**src/record_stack_with_sort_defines.svh**
```systemverilog
// Assertion macros for the record stack with sort.
`ifndef RECORD_STACK_WITH_SORT_DEFINES_SVH
`define RECORD_STACK_WITH_SORT_DEFINES_SVH
`ifndef SYNTHESIS
// Check a property on every rising clock edge outside reset.
`define RSS_ASSERT(label, clk, rst, prop) \
   label: assert property (@(posedge clk) disable iff (rst) (prop)) \
      else $error("record stack check failed");
// Check a property on every rising clock edge, reset included.
`define RSS_ASSERT_ALWAYS(label, clk, prop) \
   label: assert property (@(posedge clk) (prop)) \
      else $error("record stack check failed");
`else
`define RSS_ASSERT(label, clk, rst, prop)
`define RSS_ASSERT_ALWAYS(label, clk, prop)
`endif
`endif

```
**src/rss_pkg.sv**
```systemverilog
// Shared constants, codes and payload types of the record stack with sort.
`timescale 1ns / 1ps
`default_nettype none
package rss_pkg;
   localparam int DEPTH   = 8;
   localparam int ADDR_W  = $clog2(DEPTH);
   localparam int COUNT_W = $clog2(DEPTH + 1);

   localparam logic [COUNT_W-1:0] FULL_COUNT = COUNT_W'(DEPTH);
   localparam logic [COUNT_W-1:0] ONE_COUNT  = COUNT_W'(1);
   localparam logic [COUNT_W-1:0] ZERO_COUNT = COUNT_W'(0);

   // operation codes
   localparam logic [1:0] FUNC_PUSH = 2'd0;
   localparam logic [1:0] FUNC_POP  = 2'd1;
   localparam logic [1:0] FUNC_READ = 2'd2;
   localparam logic [1:0] FUNC_SORT = 2'd3;

   // status codes
   localparam logic [1:0] STATUS_OK    = 2'd0;
   localparam logic [1:0] STATUS_FULL  = 2'd1;
   localparam logic [1:0] STATUS_EMPTY = 2'd2;

   typedef struct packed {
      logic [1:0]         func;
      logic [63:0]        record_key;
      logic signed [15:0] score;
   } req_type;

   typedef struct packed {
      logic [1:0]         status;
      logic [63:0]        out_key;
      logic signed [15:0] out_score;
      logic               last_of_run;
   } rsp_type;

   typedef struct packed {
      logic [63:0]        key;
      logic signed [15:0] score;
   } rec_type;
endpackage
`default_nettype wire

```
**src/rss_store.sv**
```systemverilog
// Record storage: one write port, one registered read port.
`timescale 1ns / 1ps
`default_nettype none
module rss_store (
   input  wire logic                       clock,
   input  wire logic                       wr_en,
   input  wire logic [rss_pkg::ADDR_W-1:0] wr_addr,
   input  wire rss_pkg::rec_type           wr_data,
   input  wire logic [rss_pkg::ADDR_W-1:0] rd_addr,
   output rss_pkg::rec_type                rd_data
);
   rss_pkg::rec_type mem_ff [rss_pkg::DEPTH];
   rss_pkg::rec_type rd_data_ff;

   // write the addressed entry
   always_ff @(posedge clock) begin
      if (wr_en) begin
         mem_ff[wr_addr] <= wr_data;
      end
   end

   // register the read data
   always_ff @(posedge clock) begin
      rd_data_ff <= mem_ff[rd_addr];
   end

   assign rd_data = rd_data_ff;
endmodule
`default_nettype wire

```
**src/rss_cmp_swap.sv**
```systemverilog
// Shared compare-and-swap unit of the bubble sort.
`timescale 1ns / 1ps
`default_nettype none
module rss_cmp_swap (
   input  wire rss_pkg::rec_type hold,
   input  wire rss_pkg::rec_type next,
   output rss_pkg::rec_type      wr_rec,
   output rss_pkg::rec_type      hold_next
);
   logic swap;

   // carry the lower score upward; equal scores keep their order
   always_comb begin
      swap = (hold.score < next.score);
      if (swap) begin
         wr_rec    = next;
         hold_next = hold;
      end else begin
         wr_rec    = hold;
         hold_next = next;
      end
   end
endmodule
`default_nettype wire

```
**src/record_stack_with_sort.sv**
```systemverilog
// Top level: sequencer, fill count and result register of the record stack.
//
// Request channel req_*: one item per operation (push, pop, read out, sort).
// Response channel rsp_*: registered results; last_of_run marks the final
// result of each request. Both sides use valid/stall; an item moves on a
// rising edge with valid high and stall low.
// Push, pop, sort of one entry and every request on an empty stack finish
// in the accept cycle; their single result appears on the next cycle.
// Read out emits the records one at a time from top to bottom, each read
// going through the registered port of the record store.
// Sort runs passes of a single compare-and-swap unit over the store; each
// pass loads entry 0, steps the unit up to the last unsorted entry and
// writes the carried record there, then the next pass stops one lower.
// The block takes a new request only when idle and the result register is
// free or being drained; a stalled result holds and stalls requests.
// Reset empties the stack and clears the result valid flag; no clearing pass
// is needed since only written entries are read.
`timescale 1ns / 1ps
`default_nettype none
`include "record_stack_with_sort_defines.svh"
module record_stack_with_sort (
   input  wire logic             clock,
   input  wire logic             reset,
   input  wire logic             req_valid,
   output logic                  req_stall,
   input  wire rss_pkg::req_type req_data,
   output logic                  rsp_valid,
   input  wire logic             rsp_stall,
   output rss_pkg::rsp_type      rsp_data
);
   typedef enum logic [2:0] {
      ST_IDLE,
      ST_SORT_HOLD,
      ST_SORT_STEP,
      ST_SORT_TAIL,
      ST_SORT_DONE,
      ST_RD_ADDR,
      ST_RD_OUT
   } state_type;

   state_type                      state_ff, state_in;
   logic [rss_pkg::COUNT_W-1:0]    fill_ff, fill_in;
   logic [rss_pkg::ADDR_W-1:0]     pos_ff, pos_in;
   logic [rss_pkg::ADDR_W-1:0]     last_ff, last_in;
   logic [rss_pkg::ADDR_W-1:0]     idx_ff, idx_in;
   rss_pkg::rec_type               hold_ff, hold_in;
   logic                           rsp_valid_ff, rsp_valid_in;
   rss_pkg::rsp_type               rsp_data_ff, rsp_data_in;

   logic                           out_free;
   logic                           accept;
   logic [rss_pkg::COUNT_W-1:0]    fill_dec;
   logic [rss_pkg::ADDR_W:0]       pos_plus2;
   logic [rss_pkg::ADDR_W-1:0]     pos_plus1;

   logic                           wr_en;
   logic [rss_pkg::ADDR_W-1:0]     wr_addr;
   rss_pkg::rec_type               wr_data;
   logic [rss_pkg::ADDR_W-1:0]     rd_addr;
   rss_pkg::rec_type               rd_data;
   rss_pkg::rec_type               cmp_wr;
   rss_pkg::rec_type               cmp_hold;
   rss_pkg::rec_type               push_rec;

   rss_store u_store (
      .clock   (clock),
      .wr_en   (wr_en),
      .wr_addr (wr_addr),
      .wr_data (wr_data),
      .rd_addr (rd_addr),
      .rd_data (rd_data)
   );

   rss_cmp_swap u_cmp (
      .hold      (hold_ff),
      .next      (rd_data),
      .wr_rec    (cmp_wr),
      .hold_next (cmp_hold)
   );

   assign out_free  = !rsp_valid_ff || !rsp_stall;
   assign req_stall = !((state_ff == ST_IDLE) && out_free);
   assign accept    = req_valid && !req_stall;
   assign fill_dec  = fill_ff - rss_pkg::ONE_COUNT;
   assign pos_plus1 = pos_ff + rss_pkg::ADDR_W'(1);
   assign pos_plus2 = {1'b0, pos_ff} + (rss_pkg::ADDR_W + 1)'(2);
   assign push_rec  = '{key: req_data.record_key, score: req_data.score};

   // pick the read address for the coming cycle
   always_comb begin
      unique case (state_ff)
         ST_SORT_HOLD: rd_addr = rss_pkg::ADDR_W'(1);
         ST_SORT_STEP: rd_addr = pos_plus2[rss_pkg::ADDR_W-1:0];
         ST_RD_ADDR,
         ST_RD_OUT:    rd_addr = idx_ff;
         default:      rd_addr = '0;
      endcase
   end

   // pick the write port: push, sort step or end of pass
   always_comb begin
      wr_en   = 1'b0;
      wr_addr = '0;
      wr_data = push_rec;
      unique case (state_ff)
         ST_IDLE: begin
            wr_en   = accept && (req_data.func == rss_pkg::FUNC_PUSH)
                      && (fill_ff != rss_pkg::FULL_COUNT);
            wr_addr = fill_ff[rss_pkg::ADDR_W-1:0];
            wr_data = push_rec;
         end
         ST_SORT_STEP: begin
            wr_en   = 1'b1;
            wr_addr = pos_ff;
            wr_data = cmp_wr;
         end
         ST_SORT_TAIL: begin
            wr_en   = 1'b1;
            wr_addr = last_ff;
            wr_data = hold_ff;
         end
         default: begin
            wr_en   = 1'b0;
         end
      endcase
   end

   // sequence the operations and load the result register
   always_comb begin
      state_in     = state_ff;
      fill_in      = fill_ff;
      pos_in       = pos_ff;
      last_in      = last_ff;
      idx_in       = idx_ff;
      hold_in      = hold_ff;
      rsp_valid_in = rsp_valid_ff && rsp_stall;
      rsp_data_in  = rsp_data_ff;
      unique case (state_ff)
         ST_IDLE: begin
            if (accept) begin
               rsp_valid_in = 1'b1;
               rsp_data_in  = '{status: rss_pkg::STATUS_OK, out_key: '0,
                                out_score: '0, last_of_run: 1'b1};
               priority if (req_data.func == rss_pkg::FUNC_PUSH) begin
                  if (fill_ff == rss_pkg::FULL_COUNT) begin
                     rsp_data_in.status = rss_pkg::STATUS_FULL;
                  end else begin
                     fill_in = fill_ff + rss_pkg::ONE_COUNT;
                  end
               end else if (fill_ff == rss_pkg::ZERO_COUNT) begin
                  rsp_data_in.status = rss_pkg::STATUS_EMPTY;
               end else if (req_data.func == rss_pkg::FUNC_POP) begin
                  fill_in = fill_dec;
               end else if (req_data.func == rss_pkg::FUNC_READ) begin
                  rsp_valid_in = 1'b0;
                  idx_in       = fill_dec[rss_pkg::ADDR_W-1:0];
                  state_in     = ST_RD_ADDR;
               end else if (fill_ff != rss_pkg::ONE_COUNT) begin
                  // sort of two or more entries; entry 0 read is under way
                  rsp_valid_in = 1'b0;
                  last_in      = fill_dec[rss_pkg::ADDR_W-1:0];
                  state_in     = ST_SORT_HOLD;
               end
            end
         end
         ST_SORT_HOLD: begin
            hold_in  = rd_data;
            pos_in   = '0;
            state_in = ST_SORT_STEP;
         end
         ST_SORT_STEP: begin
            hold_in = cmp_hold;
            if (pos_plus1 == last_ff) begin
               state_in = ST_SORT_TAIL;
            end else begin
               pos_in = pos_plus1;
            end
         end
         ST_SORT_TAIL: begin
            last_in = last_ff - rss_pkg::ADDR_W'(1);
            if (last_ff == rss_pkg::ADDR_W'(1)) begin
               state_in = ST_SORT_DONE;
            end else begin
               state_in = ST_SORT_HOLD;
            end
         end
         ST_SORT_DONE: begin
            if (out_free) begin
               rsp_valid_in = 1'b1;
               rsp_data_in  = '{status: rss_pkg::STATUS_OK, out_key: '0,
                                out_score: '0, last_of_run: 1'b1};
               state_in     = ST_IDLE;
            end
         end
         ST_RD_ADDR: begin
            state_in = ST_RD_OUT;
         end
         ST_RD_OUT: begin
            if (out_free) begin
               rsp_valid_in = 1'b1;
               rsp_data_in  = '{status: rss_pkg::STATUS_OK, out_key: rd_data.key,
                                out_score: rd_data.score,
                                last_of_run: (idx_ff == '0)};
               if (idx_ff == '0) begin
                  state_in = ST_IDLE;
               end else begin
                  idx_in   = idx_ff - rss_pkg::ADDR_W'(1);
                  state_in = ST_RD_ADDR;
               end
            end
         end
         default: begin
            state_in = ST_IDLE;
         end
      endcase
   end

   // hold state, counters and the result register
   always_ff @(posedge clock) begin
      if (reset) begin
         state_ff     <= ST_IDLE;
         fill_ff      <= '0;
         rsp_valid_ff <= 1'b0;
      end else begin
         state_ff     <= state_in;
         fill_ff      <= fill_in;
         rsp_valid_ff <= rsp_valid_in;
      end
      pos_ff      <= pos_in;
      last_ff     <= last_in;
      idx_ff      <= idx_in;
      hold_ff     <= hold_in;
      rsp_data_ff <= rsp_data_in;
   end

   assign rsp_valid = rsp_valid_ff;
   assign rsp_data  = rsp_data_ff;

   `RSS_ASSERT(a_fill_bound, clock, reset, fill_ff <= rss_pkg::FULL_COUNT)
   `RSS_ASSERT(a_busy_stalls, clock, reset, (state_ff != ST_IDLE) |-> req_stall)
   `RSS_ASSERT(a_fill_busy_stable, clock, reset, (state_ff != ST_IDLE) |=> $stable(fill_ff))
   `RSS_ASSERT_ALWAYS(a_error_is_last, clock, (rsp_valid_ff && (rsp_data_ff.status != rss_pkg::STATUS_OK)) |-> rsp_data_ff.last_of_run)
endmodule
`default_nettype wire

```
**config.mk**
```make
export PLATFORM = sky130hd
export DESIGN_NAME = record_stack_with_sort
export DESIGN_NICKNAME = d
export VERILOG_FILES = /design/src/rss_pkg.sv /design/src/rss_store.sv /design/src/rss_cmp_swap.sv /design/src/record_stack_with_sort.sv
export VERILOG_INCLUDE_DIRS = /design/src /design/src/src
export SDC_FILE = /design/constraint.sdc
export NUM_CORES = 1
export LEC_CHECK = 0
export CORE_MARGIN = 2
export CORE_UTILIZATION = 55
export CTS_BUF_LIST = sky130_fd_sc_hd__clkbuf_4 sky130_fd_sc_hd__clkbuf_8 sky130_fd_sc_hd__clkbuf_16
export DETAILED_ROUTE_END_ITERATION = 12
export DONT_BUFFER_PORTS = 1
export PLACE_DENSITY = 0.76
export SLEW_MARGIN = 10
export SYNTH_ARGS = -nofsm -noshare
export SYNTH_HDL_FRONTEND = slang
export SYNTH_SLANG_ARGS = --single-unit
```
**constraint.sdc**
```tcl
create_clock -name clock -period 11.3 [get_ports clock]
set_input_delay 1.695 -clock clock [delete_from_list [all_inputs] [get_ports clock]]
set_output_delay 1.695 -clock clock [all_outputs]
set_load 0.005 [all_outputs]
```
==> impl_metrics.tcl, run 1 <==
set metrics [dict create \
    cp.required_ns 11.80 \
    start_util_pct 55.63 \
    htreeDepth 3 \
    worstMarginPinSlew_ns 1.382 \
    firstDrtPassIters 6 \
    grt_max_degree 181 \
    vias_per_cell 6.161 \
    grt_antenna_before_repair 1 \
    dpl.cell_count 2779 \
    total_power_mw 10.05 \
    die_h_um 253.8 \
    yosys.area.top_type_share_pct 71.02 \
    dp_hpwl_mm 38.74 \
    cts_buffer_depth 3 \
    cts-buffers-inserted 86 \
    numPortBuffers 0 \
    place_congestion 0.8122 \
    fill_cells 4286 \
    drv_cap 0 \
    yosysSeqAreaShare_pct 76.15 \
    synth_nets 2146 \
    period_needed_ns 5.291 \
    fin_skew_ns 0.01658 \
    rsz0062_at_grt "false" \
    ys_warn_count 0 \
    drt-total-wl_mm 72.58 \
    setup_slack_ns 6.009 \
    hold_path_class "flip-flop to flip-flop" \
    clkSlewWorstSetupHoldPaths_ns 0.06 \
    area_growth_pct 10.96 \
    min_from "u_store.rd_data[46]$_DFF_P_" \
    worst_ep_arrival_time_ns 5.79 \
    synth.top_cells.by_area "edfxtp_1 (71%), mux2i_1 (7.3%), dfxtp_1 (5.1%)" \
    layout.cells.non_filler 2939 \
    ir_drop_mv 0.1869 \
    path_class "flip-flop to flip-flop" \
    grt_pass1_vias 18450 \
    drtIter0Drc 1685 \
    slew_headroom_pct 7.879 \
    overflow 0 \
    cts_tree "done" \
    drc 0 \
    fin_setup_tns_ns 0 \
    rows 91 \
    start_kind "flip-flop" \
    path_cells "clkinv_1 > a21oi_1 > o2bb2ai_4 > buf_12 > buf_12 > mux2i_1 > a32o_1 > a221oi_1" \
    crit_top_cell "buf_12" \
    drive_gt1_share_pct 9.372 \
    worst_hold_slack_ns 0.4517 \
    cp-startpoint "state_ff[2]$_SDFFE_PP0P_" \
    cts_hold_buffers 0 \
    n_antenna_cell 0 \
    path_buf_inv 3 \
    syn_area_um2 34330 \
    finalHoldViolCount 0 \
    wl_per_cell_um 24.70 \
    period_share_pct 46.82 \
    power.density_nw_per_um2 263.9 \
    grt_pass1_wl_mm 110.3 \
    seqCellArea_um2 26150 \
    cts-resized-gates 0 \
    ioPinCount 171 \
    fin_nets 2139 \
    ys_seq_elements 900 \
    syn_inst 2037 \
    cts-root-buf "clkbuf_16" \
    regToRegStartpoint "state_ff[2]$_SDFFE_PP0P_" \
    dieArea_um2 64430 \
    slowest_delay_ns 0.82 \
    ys_types 48 \
    ant_nets 0 \
    avgSynthCellArea_um2 16.85 \
    vias 18110 \
    clkLatencyLatePin_ns 0.63 \
    fmax_mhz 189.0 \
    cp-end-kind "flip-flop" \
    cp_top_family "buffers and inverters" \
    post_cts_buffers 0 \
    critPathSlowestCell "clkinv_1" \
    crit_fanout 180 \
    synth_edf_count 812 \
    leakagePower_nw 12.15 \
    multi_input_area_um2 7730 \
    synth_flop_cell "edfxtp_1" \
    clock_sinks 900 \
    async_flop_share_pct 0 \
    die_w_um 253.8 \
    status "finished, final reports clean" \
    finalMaxSlewViolations 0 \
    core_area_um2 61710 \
    pre_cts_ws_ns 6.084 \
    grt_use_total_pct 22.66 \
    synth_largest_area_cell "edfxtp_1" \
    finalSetupViolCount 0 \
]
==> metrics by stage <==
step / utilization (%) / area, um^2
2_1_floorplan: - / 34330
3_3_place_gp: 57.07 / 35220
3_5_place_dp: 57.07 / 35220
4_1_cts: 61.73 / 38090
5_1_grt: 61.73 / 38090
6_report: 61.73 / 38090
==> registers in the layout, summed over array words and instances, names as in the netlist <==
signal and cells:
u_store.mem_ff 640, state_ff 3, u_store.rd_data 80, hold_ff 80, idx_ff 3, rsp_valid 1, last_ff 3, fill_ff 4
rsp_data 83, pos_ff 3
==> placed cells by master, fill, tap and decap left out, types with 12 or more instances in the layout <==
cell       count
a221oi_1      82
buf_4         21
a221o_1       79
clkinv_2      18
and2_1       148
a32o_1        80
mux2i_1      249
inv_1         25
nand2_1      189
nor2_1        25
a21oi_1       17
nor4_1        16
clkbuf_16     87
edfxtp_1     812
clkbuf_8      12
dfxtp_1       88
nor2_4        12
ha_1          23
clkbuf_4      16
==> where the power goes <==
| group | switching [mW] | leakage (nW) | total, mW | internal (mW) |
|---|---|---|---|---|
| registers | 0.333 | 8.15 | 4.98 | 4.65 |
| clock network | 1.20 | 1.45 | 2.88 | 1.68 |
| logic | 1.52 | 2.55 | 2.19 | 0.672 |
==> synth_stat cells, types with 8 or more instances <==
library cell	instances
edfxtp_1	812
mux2i_1	249
nand2_1	190
and2_1	148
dfxtp_1	88
a221oi_1	82
a32o_1	80
a221o_1	79
clkbuf_1	72
nor2_1	37
buf_2	33
inv_1	25
ha_1	23
a21oi_1	18
nor4_1	16
xnor2_1	9
o21ai_0	8
==> layout make-up <==
class	count	share of cell area, %
Clock inverter	45	1.087
Sequential cell	900	68.63
Clock buffer	115	6.464
Inverter	26	0.2562
Timing Repair Buffer	23	0.5190
Tap cell	837	2.749
Multi-Input combinational cell	993	20.29
==> logic make-up (layout without fill, tap and decap cells) <==
| group | after synthesis | count (layout) | synth area share, % |
|---|---|---|---|
| flip-flops | 900 | 900 | 76.15 |
| AO/OA/AOI/OAI | 287 | 287 | 7.570 |
| AND/OR/NAND/NOR | 420 | 420 | 5.999 |
| buffers and inverters | 144 | 209 | 1.815 |
| multiplexers | 250 | 250 | 7.293 |
| adder cells (fa/ha/maj) | 23 | 23 | 0.8382 |
| XOR/XNOR | 13 | 13 | 0.3316 |
==> path summary, 6_finish.rpt <==
path,end,slack [ns],cells after the start
setup reg to reg,u_store.rd_data[33]$_DFF_P_,6.01,8
setup / recovery,u_store.rd_data[33]$_DFF_P_,6.01,8
hold / removal,hold_ff[46]$_DFFE_PP_,0.45,0
hold reg to reg,hold_ff[46]$_DFFE_PP_,0.45,0
==> per-layer routing <==
| layer | wire length (um) | GRT usage (%) |
|---|---|---|
| met4 | 1490 | 6.891 |
| met1 | 29650 | 30.16 |
| met5 | 0 | 0 |
| met3 | 4586 | 3.524 |
| met2 | 36850 | 38.70 |
Note: power is estimated with default switching activity, not from simulation.
==> run 2, diff against run 1 <==
clock period = 5 ns   (was 11.3 ns; I/O delays follow)
==> run 2 against run 1 <==
First-iteration DRC count decreased by 5.2%. Final cell count rose by 0.75%. Clock skew increased by 0.011 ns. Routed wire length rose by 6.0%. Count of clock-buffer cells in the layout decreased by 10. Register-to-register slack got worse by 4.6 ns. Global-route usage increased by 1.0 points. Sequential share of layout area decreased by 0.89 points. Hold slack got worse by 0.25 ns. Critical path type unchanged. Largest cell class unchanged.
==> impl_metrics.tcl, run 2 (same netlist as run 1, synthesis figures left out) <==
set metrics [dict create \
    cp-end-kind "flip-flop" \
    ioPinCount 171 \
    cts_tree "done" \
    status "finished, final reports clean" \
    n_antenna_cell 0 \
    finalHoldViolCount 0 \
    clkSlewWorstSetupHoldPaths_ns 0.06 \
    area_growth_pct 12.42 \
    fin_skew_ns 0.02783 \
    fmax_mhz 277.4 \
    worst_ep_arrival_time_ns 4.03 \
    wl_per_cell_um 25.99 \
    drive_gt1_share_pct 10.45 \
    p_sw_mw 7.072 \
    final_cell_mix "edfxtp_1 (812), mux2i_1 (249), nand2_1 (189)" \
    grt_use_total_pct 23.71 \
    slew_headroom_pct 29.65 \
    cts_buffer_depth 3 \
    fill_cells 4289 \
    drtIter0Drc 1598 \
    worstMarginPinSlew_ns 1.044 \
    worst_hold_slack_ns 0.2055 \
    whs_endpoint "fill_ff[1]$_SDFFE_PP0P_" \
    top_register "u_store.mem_ff" \
    hold_depth 1 \
    dp_hpwl_mm 40.45 \
    rsz0062_at_grt "false" \
    dieArea_um2 64430 \
    largest_reg_flops 640 \
    vias_per_cell 6.213 \
    cts-buffers-inserted 86 \
    final_cell_area_um2 38590 \
    start_kind "flip-flop" \
    multi_input_area_um2 7736 \
    cts-root-buf "clkbuf_16" \
    core_area_um2 61710 \
    internal-power_mw 16.11 \
    die_h_um 253.8 \
    post_cts_buffers 0 \
    drc 0 \
    fin_nets 2159 \
    utilization_pct 62.54 \
    drt-total-wl_mm 76.94 \
    leakagePower_nw 12.35 \
    drv_cap 0 \
    period_needed_ns 3.605 \
    grt_max_degree 101 \
    clockPowerShare_pct 28.9 \
    comb_power_share_pct 22.8 \
    grt_pass1_vias 18360 \
    placed_cell_area_um2 35620 \
    cp.required_ns 5.43 \
    final_common_cell "edfxtp_1" \
    period_share_pct 72.09 \
    min_from "reset" \
    r2r-end "u_store.mem_ff[2][41]$_DFFE_PP_" \
    hold_path_class "input port to flip-flop" \
    vias 18400 \
    start_util_pct 55.63 \
    overflow 0 \
    grt_antenna_before_repair 1 \
    cts_hold_buffers 0 \
    ant_nets 0 \
    power.density_nw_per_um2 600.6 \
    setup_slack_ns 1.395 \
    seqCellArea_um2 26150 \
    finalSetupViolCount 0 \
    seqPwrFrac_pct 48.4 \
    swShare_pct 30.51 \
    die_w_um 253.8 \
    r2r_slack_ns 1.40 \
    rows 91 \
    pre_cts_ws_ns 1.446 \
    htreeDepth 3 \
    numPortBuffers 0 \
    crit_fanout 41 \
    finalMaxSlewViolations 0 \
    clock_sinks 900 \
    firstDrtPassIters 5 \
    regToRegStartpoint "hold_ff[15]$_DFFE_PP_" \
    clkLatencyLatePin_ns 0.64 \
    ir_drop_mv 0.3727 \
    place_congestion 0.8867 \
    reg2reg_depth 8 \
    grt_pass1_wl_mm 112.8 \
    path_class "flip-flop to flip-flop" \
    cts-resized-gates 0 \
]
run 2: final cells by class:
type | count | area share (%)
clock buffer | 105 | 6.040
clock inverter | 57 | 1.657
multi-input combinational | 993 | 20.04
tap | 837 | 2.713
inverter | 26 | 0.2529
timing repair buffer | 43 | 1.550
sequential | 900 | 67.74
run 2: through the flow:
stage          power, mW  setup TNS, ns  instances
2_1_floorplan      14.51        -126.25       2037
3_3_place_gp       16.37              0       2799
3_5_place_dp       16.56              0       2799
4_1_cts            23.25              0       2961
5_1_grt            24.07              0       2961
6_report           23.18              0       2961
run 2: power by group through the flow:
stage	clock network [mW]	registers (mW)	logic, mW
2_1_floorplan	0	11.1	3.40
4_1_cts	6.79	11.2	5.26
6_report	6.70	11.2	5.27
3_3_place_gp	0	11.3	5.07
3_5_place_dp	0	11.3	5.21
5_1_grt	7.08	11.3	5.65
run 2: layer usage:
metal / vias up / global-route usage, % / share of wire [%]
li1: 8072 / - / -
met1: 9332 / 30.69 / 40
met2: 846 / 39.99 / 50
met3: 146 / 4.056 / 7.0
met4: 0 / 9.647 / 3.2
met5: - / 0 / 0
run 2: how the worst max path moves through the flow:
stage / startpoint / end / slack (ns) / cells after the start
after CTS: hold_ff[15]$_DFFE_PP_ / u_store.mem_ff[1][43]$_DFFE_PP_ / 1.42 / 8
final: hold_ff[15]$_DFFE_PP_ / u_store.mem_ff[2][41]$_DFFE_PP_ / 1.40 / 8
after global routing: hold_ff[15]$_DFFE_PP_ / u_store.mem_ff[6][43]$_DFFE_PP_ / 1.23 / 8
after detailed placement: hold_ff[15]$_DFFE_PP_ / u_store.mem_ff[6][43]$_DFFE_PP_ / 1.45 / 8
after floorplan: req_data[81] / u_store.mem_ff[5][0]$_DFFE_PP_ / -0.39 / 5
after global placement: hold_ff[15]$_DFFE_PP_ / u_store.mem_ff[0][43]$_DFFE_PP_ / 1.55 / 8
run 2: critical path, stage by stage, from the launching register on:
cell	delay, ns
edfxtp_1	0.41
ha_1	0.36
nand4_1	0.16
or3_1	0.43
or4_4	0.51
nand4_2	0.14
a31o_4	0.66
buf_12	0.36
a221o_1	0.35
==> run 3, diff against run 2 <==
PLACE_DENSITY = 0.79   (was 0.76)
clock period = 3 ns   (was 5 ns; I/O delays follow)
==> run 3 against run 2 <==
The flow now finishes with violations (negative setup slack). Non-clock buffer count is 41 higher. Final cell count rose by 1.5%. Maximum frequency rose by 18%. Critical path type unchanged. Core utilization increased by 1.3 points. Count of clock-buffer cells in the layout decreased by 1. First-iteration DRC count is 41% higher. Critical path depth unchanged. Hold slack lost 0.13 ns. Via count rose by 3.4%. Sequential share of layout area is 1.4 points lower. Global-route usage grew 1.4 points. Routed wire length is 5.4% higher.
==> impl_metrics.tcl, run 3 (same netlist as run 1, synthesis figures left out) <==
set metrics [dict create \
    rsz0062_at_grt "true" \
    finalHoldViolCount 0 \
    grt_max_degree 71 \
    swShare_pct 30.69 \
    placed_cell_area_um2 36180 \
    clock_sinks 900 \
    top_register "u_store.mem_ff" \
    power.density_nw_per_um2 1011 \
    grt_use_met1_pct 33.78 \
    slowest_delay_ns 0.46 \
    violations "negative setup slack" \
    grt_pass1_vias 18930 \
    ioPinCount 171 \
    overflow 0 \
    p_sw_mw 12.23 \
    finalSetupViolCount 434 \
    drive_gt1_share_pct 13.49 \
    start_util_pct 55.63 \
    worstMarginPinSlew_ns 0.7580 \
    drv_cap 0 \
    die_w_um 253.8 \
    clkSlewWorstSetupHoldPaths_ns 0.06 \
    rows 91 \
    crit_fanout 28 \
    period_share_pct 101.4 \
    status "finished, violations left" \
    path_class "flip-flop to flip-flop" \
    vias 19020 \
    grt_use_total_pct 25.09 \
    ir_drop_mv 0.8923 \
    cts-root-buf "clkbuf_16" \
    fill_cells 4044 \
    drt-total-wl_mm 81.10 \
    vias_per_cell 6.332 \
    firstDrtPassIters 5 \
    largest_reg_flops 640 \
    cp.required_ns 3.35 \
    critPathSlowestCell "or4_4" \
    dieArea_um2 64430 \
    finalMaxSlewViolations 0 \
    period_needed_ns 3.043 \
    place_congestion 0.8194 \
    met3_usage_pct 4.148 \
    fin_skew_ns 0.04463 \
    start_kind "flip-flop" \
    cp-end-kind "flip-flop" \
    core_area_um2 61710 \
    drtIter0Drc 2259 \
    final_cell_mix "edfxtp_1 (812), mux2i_1 (249), nand2_1 (188)" \
    internal-power_mw 27.62 \
    cts_tree "done" \
    grt-busiest-layer "met2" \
    htreeDepth 3 \
    leakagePower_nw 12.68 \
    gr-usage-met2_pct 41.05 \
    worst_ep_arrival_time_ns 3.39 \
    drc 0 \
    final_common_cell "edfxtp_1" \
    clockPowerShare_pct 28.8 \
    fmax_mhz 328.7 \
    dp_hpwl_mm 43.71 \
    path_cells "ha_4 > nand4_1 > or3_4 > or4_4 > nand4_4 > a21oi_4 > buf_12 > a221o_1" \
    cts_buffer_depth 3 \
    total_power_mw 39.85 \
    grt_antenna_before_repair 4 \
    wl_per_cell_um 27.00 \
    seqPwrFrac_pct 47.1 \
    comb_power_share_pct 24.1 \
    ant_nets 0 \
    grt_pass1_wl_mm 118.8 \
    final_cell_area_um2 39420 \
    numPortBuffers 0 \
    fin_nets 2200 \
    slew_headroom_pct 49.00 \
    area_growth_pct 14.81 \
    cts-buffers-inserted 86 \
    die_h_um 253.8 \
    clkLatencyLatePin_ns 0.66 \
    hold_path_class "input port to flip-flop" \
    setup_slack_ns -0.04269 \
]
run 3: changes by cell type in the layout (fill, tap and decap cells not counted), sizes merged:
| cell | delta |
|---|---|
| buf | +37 |
| diode | +3 |
| dlygate4sd3 | +3 |
| bufinv | +2 |
| clkinv | -2 |
| clkinvlp | -2 |
| inv | +2 |
run 3: metal layers:
metal / part of all wire (%) / up-vias
met5: 0 / -
met4: 3.1 / 0
met3: 8.2 / 168
met2: 49 / 996
met1: 40 / 9681
li1: - / 8177
run 3: stage by stage:
| step | std cells | hold slack [ns] | setup TNS, ns | utilization [%] | setup slack [ns] |
|---|---|---|---|---|---|
| 4_1_cts | 2999 | 0.04992 | -0.07424 | 63.74 | -0.005479 |
| 6_report | 3004 | 0.07105 | -7.602 | 63.87 | -0.04269 |
| 3_5_place_dp | 2832 | 0.4432 | -4.350 | 58.63 | -0.03263 |
| 3_3_place_gp | 2832 | 0.4378 | 0 | 58.63 | 0.06938 |
| 2_1_floorplan | 2037 | 0.4224 | -65.57 | - | -0.6320 |
| 5_1_grt | 3003 | 0.09918 | -44.50 | 63.87 | -0.09142 |
run 3: worst paths after layout:
| path | start | end | depth (start not counted) | slack (ns) |
|---|---|---|---|---|
| max reg2reg | hold_ff[14]$_DFFE_PP_ | u_store.mem_ff[0][23]$_DFFE_PP_ | 8 | -0.04 |
| min reg2reg | u_store.rd_data[14]$_DFF_P_ | hold_ff[14]$_DFFE_PP_ | 0 | 0.45 |
| max | hold_ff[14]$_DFFE_PP_ | u_store.mem_ff[0][23]$_DFFE_PP_ | 8 | -0.04 |
| min | req_data[81] | fill_ff[0]$_SDFFE_PP0P_ | 3 | 0.07 |
run 3: layout make-up:
type                       instances  area [um^2]  area share (%)
sequential                       900        26150           66.35
multi-input combinational        993         7823           19.85
clock buffer                     104         2325           5.898
timing repair buffer              84         1226           3.111
tap                              837         1047           2.657
clock inverter                    57        739.5           1.876
inverter                          26        97.59          0.2476
antenna                            3        7.507         0.01905
run 3: critical path: cells and delay by family, from the launching register on:
kind | cells | cell delay, ns
buffers and inverters | 1 | 0.21
AND/OR/NAND/NOR | 4 | 1.16
flip-flops | 1 | 0.44
adder cells (fa/ha/maj) | 1 | 0.32
AO/OA/AOI/OAI | 2 | 0.58
run 3: power by group through the flow:
stage / Clock, mW / Combinational (mW) / Sequential (mW)
after floorplan: 0 / 5.80 / 18.4
after global placement: 0 / 8.94 / 18.9
after detailed placement: 0 / 9.22 / 19.0
after CTS: 11.6 / 9.40 / 18.7
after global routing: 12.1 / 10.2 / 19.0
final: 11.5 / 9.60 / 18.8
run 3: what timing repair did:
| action | in CTS | in global routing |
|---|---|---|
| resized for setup | 4 | 30 |
| hold buffers | 3 | 0 |
| setup endpoints to repair | 376 | 699 |
| gates cloned | 1 | 1 |
| buffers inserted | 2 | 1 |
| pin swaps | 21 | 53 |
| hold endpoints to repair | 9 | 0 |
